File: config.mk
export PLATFORM = sky130hd
export DESIGN_NAME = sha256_stream_hasher
export DESIGN_NICKNAME = d
export VERILOG_FILES = /design/src/rtl/core/sha_pkg.sv /design/src/rtl/core/sha_ctrl.sv /design/src/rtl/core/sha_dp.sv /design/src/rtl/core/sha256_stream_hasher.sv
export SDC_FILE = /design/constraint.sdc
export NUM_CORES = 2
export LEC_CHECK = 0
export BUFFER_PORTS_ARGS = -buffer_cell sky130_fd_sc_hd__clkbuf_2
export CAP_MARGIN = 5
export CELL_PAD_IN_SITES_DETAIL_PLACEMENT = 1
export CELL_PAD_IN_SITES_GLOBAL_PLACEMENT = 1
export CORE_ASPECT_RATIO = 1.25
export CORE_MARGIN = 2
export CORE_UTILIZATION = 38
export CTS_BUF_LIST = sky130_fd_sc_hd__clkbuf_16
export CTS_CLUSTER_DIAMETER = 40
export DETAILED_ROUTE_END_ITERATION = 10
export PLACE_DENSITY = 0.7
export SYNTH_ARGS = -nofsm -noshare
export SYNTH_HDL_FRONTEND = slang
export SYNTH_SLANG_ARGS = --single-unit
File: constraint.sdc
create_clock -name clk -period 25.6 [get_ports clk]
set_clock_uncertainty 0.1 [all_clocks]
set_input_delay 3.84 -clock clk [delete_from_list [all_inputs] [get_ports clk]]
set_output_delay 3.84 -clock clk [all_outputs]
set_load 0.01 [all_outputs]
File: src/rtl/core/sha_pkg.sv
// Shared types, constants and round functions for the SHA-256 stream hasher.
// Used by the controller, the datapath and the top level; no dependencies.
`timescale 1ns / 1ps

package sha_pkg;

	localparam int HASH_WORDS = 8;
	localparam int WIN_WORDS  = 16;
	localparam int ROUNDS     = 64;
	localparam logic [7:0] PAD_BYTE = 8'h80;
	localparam logic [5:0] LENGTH_POS = 6'd56;
	localparam logic [5:0] LAST_FILL  = 6'd63;

	typedef struct packed {
		logic [7:0] data_byte;
		logic       byte_present;
		logic       message_end;
	} sha_req_t;

	typedef struct packed {
		logic [31:0] digest_word;
		logic [2:0]  word_index;
		logic        last_word;
	} sha_rsp_t;

	typedef enum logic [1:0] {
		SEL_DATA,
		SEL_MARK,
		SEL_ZERO,
		SEL_LEN
	} byte_sel_t;

	typedef struct packed {
		logic      push;
		byte_sel_t sel;
		logic      count;
		logic      latch_len;
		logic      init;
		logic      round;
		logic [5:0] rnd;
		logic      fin;
		logic      emit;
		logic [2:0] idx;
		logic      restart;
	} sha_cmd_t;

	typedef struct packed {
		logic [5:0] fill;
		logic       out_free;
	} sha_stat_t;

	typedef logic [HASH_WORDS-1:0][31:0] hash_t;

	localparam hash_t INIT_HASH = {
		32'h5be0cd19, 32'h1f83d9ab, 32'h9b05688c, 32'h510e527f,
		32'ha54ff53a, 32'h3c6ef372, 32'hbb67ae85, 32'h6a09e667};

	function automatic logic [31:0] rotr(input logic [31:0] x, input int n);
		logic [63:0] d;
		d = {x, x} >> n;
		return d[31:0];
	endfunction

	function automatic logic [31:0] big_s0(input logic [31:0] x);
		return rotr(x, 2) ^ rotr(x, 13) ^ rotr(x, 22);
	endfunction

	function automatic logic [31:0] big_s1(input logic [31:0] x);
		return rotr(x, 6) ^ rotr(x, 11) ^ rotr(x, 25);
	endfunction

	function automatic logic [31:0] small_s0(input logic [31:0] x);
		return rotr(x, 7) ^ rotr(x, 18) ^ (x >> 3);
	endfunction

	function automatic logic [31:0] small_s1(input logic [31:0] x);
		return rotr(x, 17) ^ rotr(x, 19) ^ (x >> 10);
	endfunction

	function automatic logic [31:0] round_k(input logic [5:0] i);
		logic [31:0] k;
		case (i)
			6'd0: k = 32'h428a2f98;   6'd1: k = 32'h71374491;
			6'd2: k = 32'hb5c0fbcf;   6'd3: k = 32'he9b5dba5;
			6'd4: k = 32'h3956c25b;   6'd5: k = 32'h59f111f1;
			6'd6: k = 32'h923f82a4;   6'd7: k = 32'hab1c5ed5;
			6'd8: k = 32'hd807aa98;   6'd9: k = 32'h12835b01;
			6'd10: k = 32'h243185be;  6'd11: k = 32'h550c7dc3;
			6'd12: k = 32'h72be5d74;  6'd13: k = 32'h80deb1fe;
			6'd14: k = 32'h9bdc06a7;  6'd15: k = 32'hc19bf174;
			6'd16: k = 32'he49b69c1;  6'd17: k = 32'hefbe4786;
			6'd18: k = 32'h0fc19dc6;  6'd19: k = 32'h240ca1cc;
			6'd20: k = 32'h2de92c6f;  6'd21: k = 32'h4a7484aa;
			6'd22: k = 32'h5cb0a9dc;  6'd23: k = 32'h76f988da;
			6'd24: k = 32'h983e5152;  6'd25: k = 32'ha831c66d;
			6'd26: k = 32'hb00327c8;  6'd27: k = 32'hbf597fc7;
			6'd28: k = 32'hc6e00bf3;  6'd29: k = 32'hd5a79147;
			6'd30: k = 32'h06ca6351;  6'd31: k = 32'h14292967;
			6'd32: k = 32'h27b70a85;  6'd33: k = 32'h2e1b2138;
			6'd34: k = 32'h4d2c6dfc;  6'd35: k = 32'h53380d13;
			6'd36: k = 32'h650a7354;  6'd37: k = 32'h766a0abb;
			6'd38: k = 32'h81c2c92e;  6'd39: k = 32'h92722c85;
			6'd40: k = 32'ha2bfe8a1;  6'd41: k = 32'ha81a664b;
			6'd42: k = 32'hc24b8b70;  6'd43: k = 32'hc76c51a3;
			6'd44: k = 32'hd192e819;  6'd45: k = 32'hd6990624;
			6'd46: k = 32'hf40e3585;  6'd47: k = 32'h106aa070;
			6'd48: k = 32'h19a4c116;  6'd49: k = 32'h1e376c08;
			6'd50: k = 32'h2748774c;  6'd51: k = 32'h34b0bcb5;
			6'd52: k = 32'h391c0cb3;  6'd53: k = 32'h4ed8aa4a;
			6'd54: k = 32'h5b9cca4f;  6'd55: k = 32'h682e6ff3;
			6'd56: k = 32'h748f82ee;  6'd57: k = 32'h78a5636f;
			6'd58: k = 32'h84c87814;  6'd59: k = 32'h8cc70208;
			6'd60: k = 32'h90befffa;  6'd61: k = 32'ha4506ceb;
			6'd62: k = 32'hbef9a3f7;  6'd63: k = 32'hc67178f2;
			default: k = 32'h0;
		endcase
		return k;
	endfunction

endpackage

File: src/rtl/core/sha_ctrl.sv
// Sequencing controller: request intake, padding, round count and digest output.
// Depends on sha_pkg; drives the datapath through sha_cmd_t only.
`timescale 1ns / 1ps

module sha_ctrl import sha_pkg::*; (
	input  logic      clk,
	input  logic      arst_n,
	input  logic      byte_valid,
	output logic      byte_stall,
	input  sha_req_t  byte_req,
	input  sha_stat_t stat,
	output sha_cmd_t  cmd
);

	typedef enum logic [2:0] {S_IDLE, S_COMP, S_FIN, S_PAD, S_EMIT} state_t;
	typedef enum logic [1:0] {P_MARK, P_ZERO, P_LEN} phase_t;

	state_t     state_q;
	phase_t     phase_q;
	logic [5:0] rnd_q;
	logic [2:0] idx_q;
	logic       end_q;
	logic       done_q;
	logic       accept;
	logic       full;
	logic       len_byte;

	assign byte_stall = (state_q != S_IDLE);
	assign accept     = byte_valid && (state_q == S_IDLE);
	assign full       = (stat.fill == LAST_FILL);
	// Length bytes start once zero fill has reached the length field.
	assign len_byte   = (phase_q == P_LEN) || (phase_q == P_ZERO && stat.fill == LENGTH_POS);

	always_comb begin
		cmd = '0;
		cmd.rnd = rnd_q;
		cmd.idx = idx_q;
		cmd.sel = SEL_DATA;
		case (state_q)
			S_IDLE: begin
				cmd.push      = accept && byte_req.byte_present;
				cmd.count     = cmd.push;
				cmd.latch_len = accept && byte_req.message_end;
				cmd.init      = cmd.push && full;
			end
			S_COMP: cmd.round = 1'b1;
			S_FIN:  cmd.fin = 1'b1;
			S_PAD: begin
				cmd.push = 1'b1;
				cmd.init = full;
				if (phase_q == P_MARK) begin
					cmd.sel = SEL_MARK;
				end else if (len_byte) begin
					cmd.sel = SEL_LEN;
				end else begin
					cmd.sel = SEL_ZERO;
				end
			end
			S_EMIT: begin
				cmd.emit    = stat.out_free;
				cmd.restart = stat.out_free && (idx_q == 3'd7);
			end
			default: cmd = '0;
		endcase
	end

	always_ff @(posedge clk or negedge arst_n) begin
		if (!arst_n) begin
			state_q <= S_IDLE;
			phase_q <= P_MARK;
			rnd_q   <= '0;
			idx_q   <= '0;
			end_q   <= 1'b0;
			done_q  <= 1'b0;
		end else begin
			case (state_q)
				S_IDLE: begin
					phase_q <= P_MARK;
					rnd_q   <= '0;
					if (accept) begin
						end_q <= byte_req.message_end;
						if (byte_req.byte_present && full) begin
							state_q <= S_COMP;
						end else if (byte_req.message_end) begin
							state_q <= S_PAD;
						end
					end
				end
				S_COMP: begin
					rnd_q <= rnd_q + 6'd1;
					if (rnd_q == 6'(ROUNDS - 1)) begin
						state_q <= S_FIN;
					end
				end
				S_FIN: begin
					idx_q <= '0;
					if (done_q) begin
						state_q <= S_EMIT;
					end else if (end_q) begin
						state_q <= S_PAD;
					end else begin
						state_q <= S_IDLE;
					end
				end
				S_PAD: begin
					if (phase_q == P_MARK) begin
						phase_q <= P_ZERO;
					end else if (len_byte) begin
						phase_q <= P_LEN;
					end
					if (full) begin
						rnd_q   <= '0;
						done_q  <= len_byte;
						state_q <= S_COMP;
					end
				end
				S_EMIT: begin
					if (stat.out_free) begin
						idx_q <= idx_q + 3'd1;
						if (idx_q == 3'd7) begin
							end_q   <= 1'b0;
							done_q  <= 1'b0;
							state_q <= S_IDLE;
						end
					end
				end
				default: state_q <= S_IDLE;
			endcase
		end
	end

	a_rounds_end: assert property (@(posedge clk) disable iff (!arst_n)
		(state_q == S_COMP && rnd_q == 6'd63) |=> (state_q == S_FIN))
		else $error("compression did not finish after the last round");

	a_pad_full: assert property (@(posedge clk) disable iff (!arst_n)
		(state_q == S_PAD && stat.fill == LAST_FILL) |=> (state_q == S_COMP && rnd_q == 6'd0))
		else $error("full padded block did not start compression");

	a_emit_done: assert property (@(posedge clk) disable iff (!arst_n)
		(state_q == S_EMIT) |-> (done_q && end_q))
		else $error("digest output without a finished message");

	a_len_fill: assert property (@(posedge clk) disable iff (!arst_n)
		(state_q == S_PAD && phase_q == P_LEN) |-> (stat.fill >= LENGTH_POS))
		else $error("length byte outside the length field");

endmodule

File: src/rtl/core/sha_dp.sv
// Datapath: block shift window, bit counter, round logic, chaining hash, output register.
// Depends on sha_pkg; controlled by sha_ctrl through sha_cmd_t.
`timescale 1ns / 1ps

module sha_dp import sha_pkg::*; (
	input  logic      clk,
	input  logic      arst_n,
	input  logic [7:0] data_byte,
	input  sha_cmd_t  cmd,
	output sha_stat_t stat,
	output logic      digest_valid,
	input  logic      digest_stall,
	output sha_rsp_t  digest_rsp
);

	logic [WIN_WORDS*32-1:0] win_q;
	hash_t       hash_q;
	hash_t       work_q;
	logic [5:0]  fill_q;
	logic [63:0] count_q;
	logic [63:0] len_q;
	logic        valid_q;
	sha_rsp_t    rsp_q;
	logic [7:0]  push_byte;
	logic [63:0] len_shift;
	logic [31:0] w0, w1, w9, w14, w_new;
	logic [31:0] sum1, sum2;

	assign len_shift = len_q >> {3'd7 - fill_q[2:0], 3'b000};

	always_comb begin
		case (cmd.sel)
			SEL_DATA: push_byte = data_byte;
			SEL_MARK: push_byte = PAD_BYTE;
			SEL_ZERO: push_byte = 8'h00;
			SEL_LEN:  push_byte = len_shift[7:0];
			default:  push_byte = 8'h00;
		endcase
	end

	// The window holds the block with its oldest word at the top; during the
	// rounds it shifts as the sixteen-word message schedule.
	assign w0  = win_q[511:480];
	assign w1  = win_q[479:448];
	assign w9  = win_q[223:192];
	assign w14 = win_q[63:32];
	assign w_new = w0 + small_s0(w1) + w9 + small_s1(w14);

	assign sum1 = work_q[7] + big_s1(work_q[4])
		+ ((work_q[4] & work_q[5]) ^ (~work_q[4] & work_q[6]))
		+ round_k(cmd.rnd) + w0;
	assign sum2 = big_s0(work_q[0])
		+ ((work_q[0] & work_q[1]) ^ (work_q[0] & work_q[2]) ^ (work_q[1] & work_q[2]));

	always_ff @(posedge clk) begin
		if (cmd.push) begin
			win_q <= {win_q[WIN_WORDS*32-9:0], push_byte};
		end else if (cmd.round) begin
			win_q <= {win_q[WIN_WORDS*32-33:0], w_new};
		end
		if (cmd.init) begin
			work_q <= hash_q;
		end else if (cmd.round) begin
			work_q <= {work_q[6:4], work_q[3] + sum1, work_q[2:0], sum1 + sum2};
		end
		if (cmd.latch_len) begin
			len_q <= count_q + (cmd.count ? 64'd8 : 64'd0);
		end
		if (cmd.emit) begin
			rsp_q.digest_word <= hash_q[cmd.idx];
			rsp_q.word_index  <= cmd.idx;
			rsp_q.last_word   <= (cmd.idx == 3'd7);
		end
	end

	always_ff @(posedge clk or negedge arst_n) begin
		if (!arst_n) begin
			hash_q  <= INIT_HASH;
			fill_q  <= '0;
			count_q <= '0;
			valid_q <= 1'b0;
		end else begin
			if (cmd.restart) begin
				hash_q  <= INIT_HASH;
				fill_q  <= '0;
				count_q <= '0;
			end else begin
				if (cmd.fin) begin
					for (int i = 0; i < HASH_WORDS; i++) begin
						hash_q[i] <= hash_q[i] + work_q[i];
					end
				end
				if (cmd.push) begin
					fill_q <= fill_q + 6'd1;
				end
				if (cmd.count) begin
					count_q <= count_q + 64'd8;
				end
			end
			if (cmd.emit) begin
				valid_q <= 1'b1;
			end else if (!digest_stall) begin
				valid_q <= 1'b0;
			end
		end
	end

	assign stat.fill     = fill_q;
	assign stat.out_free = !valid_q || !digest_stall;
	assign digest_valid  = valid_q;
	assign digest_rsp    = rsp_q;

	a_restart: assert property (@(posedge clk) disable iff (!arst_n)
		cmd.restart |=> (fill_q == 6'd0 && count_q == 64'd0))
		else $error("message state not cleared after the digest");

	a_emit_free: assert property (@(posedge clk) disable iff (!arst_n)
		cmd.emit |-> (!valid_q || !digest_stall))
		else $error("digest word overwrote a waiting word");

	a_no_push_round: assert property (@(posedge clk) disable iff (!arst_n)
		!(cmd.push && cmd.round))
		else $error("byte push during a compression round");

endmodule

File: src/rtl/core/sha256_stream_hasher.sv
// SHA-256 stream hasher: at most one message byte per request, digest as eight words.
// A byte that fills a block stalls intake through the rounds and the hash add.
// Throughput: one byte per cycle within a block; intake stalls while a full block is compressed.
// End of message: one pad byte per cycle, each padded block compressed, then 8 output words.
// Reset (arst_n low, asynchronous) loads the initial hash and clears fill and bit count.
`timescale 1ns / 1ps

module sha256_stream_hasher import sha_pkg::*; (
	input  logic     clk,
	input  logic     arst_n,
	input  logic     byte_valid,
	output logic     byte_stall,
	input  sha_req_t byte_req,
	output logic     digest_valid,
	input  logic     digest_stall,
	output sha_rsp_t digest_rsp
);

	sha_cmd_t  cmd;
	sha_stat_t stat;

	sha_ctrl u_ctrl (
		.clk        (clk),
		.arst_n     (arst_n),
		.byte_valid (byte_valid),
		.byte_stall (byte_stall),
		.byte_req   (byte_req),
		.stat       (stat),
		.cmd        (cmd)
	);

	sha_dp u_dp (
		.clk          (clk),
		.arst_n       (arst_n),
		.data_byte    (byte_req.data_byte),
		.cmd          (cmd),
		.stat         (stat),
		.digest_valid (digest_valid),
		.digest_stall (digest_stall),
		.digest_rsp   (digest_rsp)
	);

endmodule

==> flow_metrics.py <==
metrics = {
    "run_status": {
        "status": "completed",
    },
    "detailed_routing": {
        "drc": 0,
        "wl_per_cell_um": 25.44,
        "drt-pass1-iter-count": 6,
        "drt_iter0_drc": 4710,
        "vias": 66445,
        "vias_per_cell": 5.687,
        "wirelength_um": 297300,
        "ant_nets": 0,
    },
    "worst_setup_path": {
        "startpoint_type": "flop",
        "required_ns": 26.10,
        "slowest_delay_ns": 0.96,
        "crit_slowest_cell": "o21ai_0",
        "arrival_ns": 11.68,
        "path_max_fanout": 54,
        "crit_type": "reg2reg",
        "crit_path_end_kind": "flop",
    },
    "floorplan": {
        "die_x_um": 415.1,
        "die_y_um": 517.9,
        "pin_count": 52,
        "initial_core_util": 0.3821,
        "die_area_um2": 215000,
        "rows": 188,
        "core_um2": 210100,
    },
    "timing": {
        "slew_violations": 0,
        "finalCritPeriodShare": 0.4366,
        "hold_ws_ns": 0.3964,
        "fin_crit_ns": 11.18,
        "setup_viol": 0,
        "rsz0062_at_grt": "false",
        "relSlewSlack": 0.1083,
        "finalSetupTns_ns": 0,
        "finalHoldViolCount": 0,
        "tightest_slew_ns": 1.326,
        "clock.fmax_mhz": 89.47,
    },
    "synthesis": {
        "async_reset_ff_frac": 0.2822,
        "ys_warn_count": 0,
        "synth_sequential_area_ratio": 0.4317,
        "syn-num-nets": 9505,
        "synth_edf_count": 865,
        "synth_seq_cells": 1205,
        "syn_inst": 8899,
        "syn_area_um2": 80270,
        "avgSynthCellArea_um2": 9.020,
        "synth-main-ff-cell": "edfxtp_1",
        "ys_types": 99,
    },
    "place": {
        "hpwl_um": 215400,
        "routabilityCongestion": 0.9500,
        "post_dp_cell_area_um2": 82890,
        "io_buffers": 51,
    },
    "clocking": {
        "holdBufCountCts": 0,
        "cts_setup_buffers": 0,
        "cts_tree": "yes",
        "cts.sinks": 1205,
        "clk_pin_slew_ns": 0.06,
        "cts_root_buf": "clkbuf_16",
        "clock_latency_ns": 0.92,
        "htreeDepth": 4,
        "clock_path_buffers": 4,
        "cts_resized": 0,
        "cts-buffers-inserted": 218,
    },
    "finish": {
        "stdcell_area_um2": 90270,
        "fillers": 23864,
        "drive_gt1_frac": 0.08773,
        "final_cell_mix": "nand2_1, edfxtp_1, o21ai_0",
        "syn2layout_area_growth_pct": 12.46,
        "final_common_cell": "nand2_1",
        "nets": 9348,
    },
    "global_routing": {
        "grt_max_degree": 236,
        "grt_pass1_vias": 69578,
        "grt_overflow": 0,
        "grt_pass1_wl_um": 446100,
        "antenna_found_initial": 7,
        "grt_usage": 0.2715,
    },
    "min_path": {
        "hp-class": "reg2reg",
    },
    "run": {
        "maxCapViolCount": 0,
    },
}
## routing by layer
layer,global-route usage,share of wire,vias to the layer above
met4,0.1573,0.065,4
li1,-,-,30314
met5,0,0.00011,-
met3,0.03554,0.047,688
met2,0.4603,0.48,1770
met1,0.3310,0.40,33669
## final timing paths
path	startpoint	to	slack, ns	depth (start not counted)
max	u_ctrl.state_q[2]$_DFFE_PN0P_	u_dp.work_q[31]$_DFFE_PP_	14.42	35
max in group asynchronous	arst_n	u_dp.hash_q[52]$_DFFE_PN0P_	20.27	3
min reg2reg	u_dp.win_q[149]$_DFFE_PP_	u_dp.win_q[157]$_DFFE_PP_	0.40	2
min	u_dp.win_q[149]$_DFFE_PP_	u_dp.win_q[157]$_DFFE_PP_	0.40	2
max reg2reg	u_ctrl.state_q[2]$_DFFE_PN0P_	u_dp.work_q[31]$_DFFE_PP_	14.42	35
min in group asynchronous	arst_n	u_dp.count_q[42]$_DFFE_PN0N_	2.93	1
## kinds of logic (layout without fill, tap and decap cells)
family,count (synthesis),in the layout,share of synthesized area
AOI/OAI and AO/OA,1695,1695,0.1276
and+or+nand+nor,3769,3769,0.1958
other,0,4,0
DFF,1205,1205,0.4317
adders and majority gates,617,617,0.1136
buffers and inverters,805,831,0.03811
xor gates and xnor gates,681,681,0.07448
muxes,127,127,0.01869
## registers in the layout (all words and copies together) (netlist names), 2 cells and up
name and count:
u_ctrl.rnd_q 6, u_ctrl.idx_q 3, u_dp.fill_q 6, u_dp.hash_q 256, u_dp.win_q 512, u_ctrl.state_q 3
u_ctrl.phase_q 2, u_dp.work_q 256, u_dp.len_q 61, u_dp.digest_rsp 36, u_dp.count_q 61
## critical path: cells and delay by family, from the launching register on
| kind | cells | cell delay, ns |
|---|---|---|
| simple gates | 4 | 0.80 |
| fa+ha+maj | 6 | 2.72 |
| xor+xnor | 3 | 0.83 |
| buf+inv | 5 | 0.97 |
| flops | 1 | 0.69 |
| compound gates | 17 | 4.78 |
## layout make-up
| cell class | instances | area [um2] | area share |
|---|---|---|---|
| antenna | 4 | 10.01 | 0.0001109 |
| clock buffer | 221 | 5530 | 0.06126 |
| clock inverter | 182 | 1841 | 0.02039 |
| inverter | 287 | 1079 | 0.01195 |
| multi-input combinational | 6889 | 42660 | 0.4726 |
| sequential | 1205 | 34660 | 0.3840 |
| tap | 2755 | 3447 | 0.03819 |
| timing repair buffer | 141 | 1041 | 0.01153 |
## synth_stat cells, types with 14 or more instances
master / number / area share
xor2_1: 253 / 0.028
mux4_2: 14 / 0.0039
o31ai_1: 48 / 0.0045
buf_1: 37 / 0.0017
dfstp_2: 136 / 0.045
nor4_1: 19 / 0.0015
xnor2_1: 427 / 0.047
and2_1: 21 / 0.0016
o21a_1: 64 / 0.0060
o22ai_1: 23 / 0.0018
nor2b_1: 55 / 0.0043
or2_2: 15 / 0.0012
or3_1: 48 / 0.0037
o21bai_1: 43 / 0.0040
nor3_1: 141 / 0.0088
nand2_1: 2523 / 0.12
dfrtp_1: 204 / 0.064
fa_1: 195 / 0.049
mux2_2: 43 / 0.0060
a21oi_1: 518 / 0.032
edfxtp_1: 865 / 0.32
maj3_1: 25 / 0.0031
o211ai_1: 38 / 0.0036
nand2b_1: 91 / 0.0071
a21boi_0: 17 / 0.0016
nand4_1: 46 / 0.0036
nor2_1: 446 / 0.021
a31oi_1: 44 / 0.0034
o21ai_0: 547 / 0.034
and3_1: 38 / 0.0030
a211oi_1: 44 / 0.0041
inv_1: 284 / 0.013
mux2i_1: 70 / 0.0087
a21o_1: 149 / 0.014
ha_1: 397 / 0.062
nand3_1: 280 / 0.017
clkbuf_1: 475 / 0.022
## stage by stage
stage,util,setup slack (ns),cells
floorplan,-,14.17,8899
finish,0.4297,14.42,11684
CTS,0.4297,14.63,11680
global route,0.4297,13.77,11681
global placement,0.3946,14.75,11277
detailed placement,0.3946,14.62,11277
Power is not shown: default switching activity piles up to over one toggle a cycle in this logic, so the estimate is an artifact.
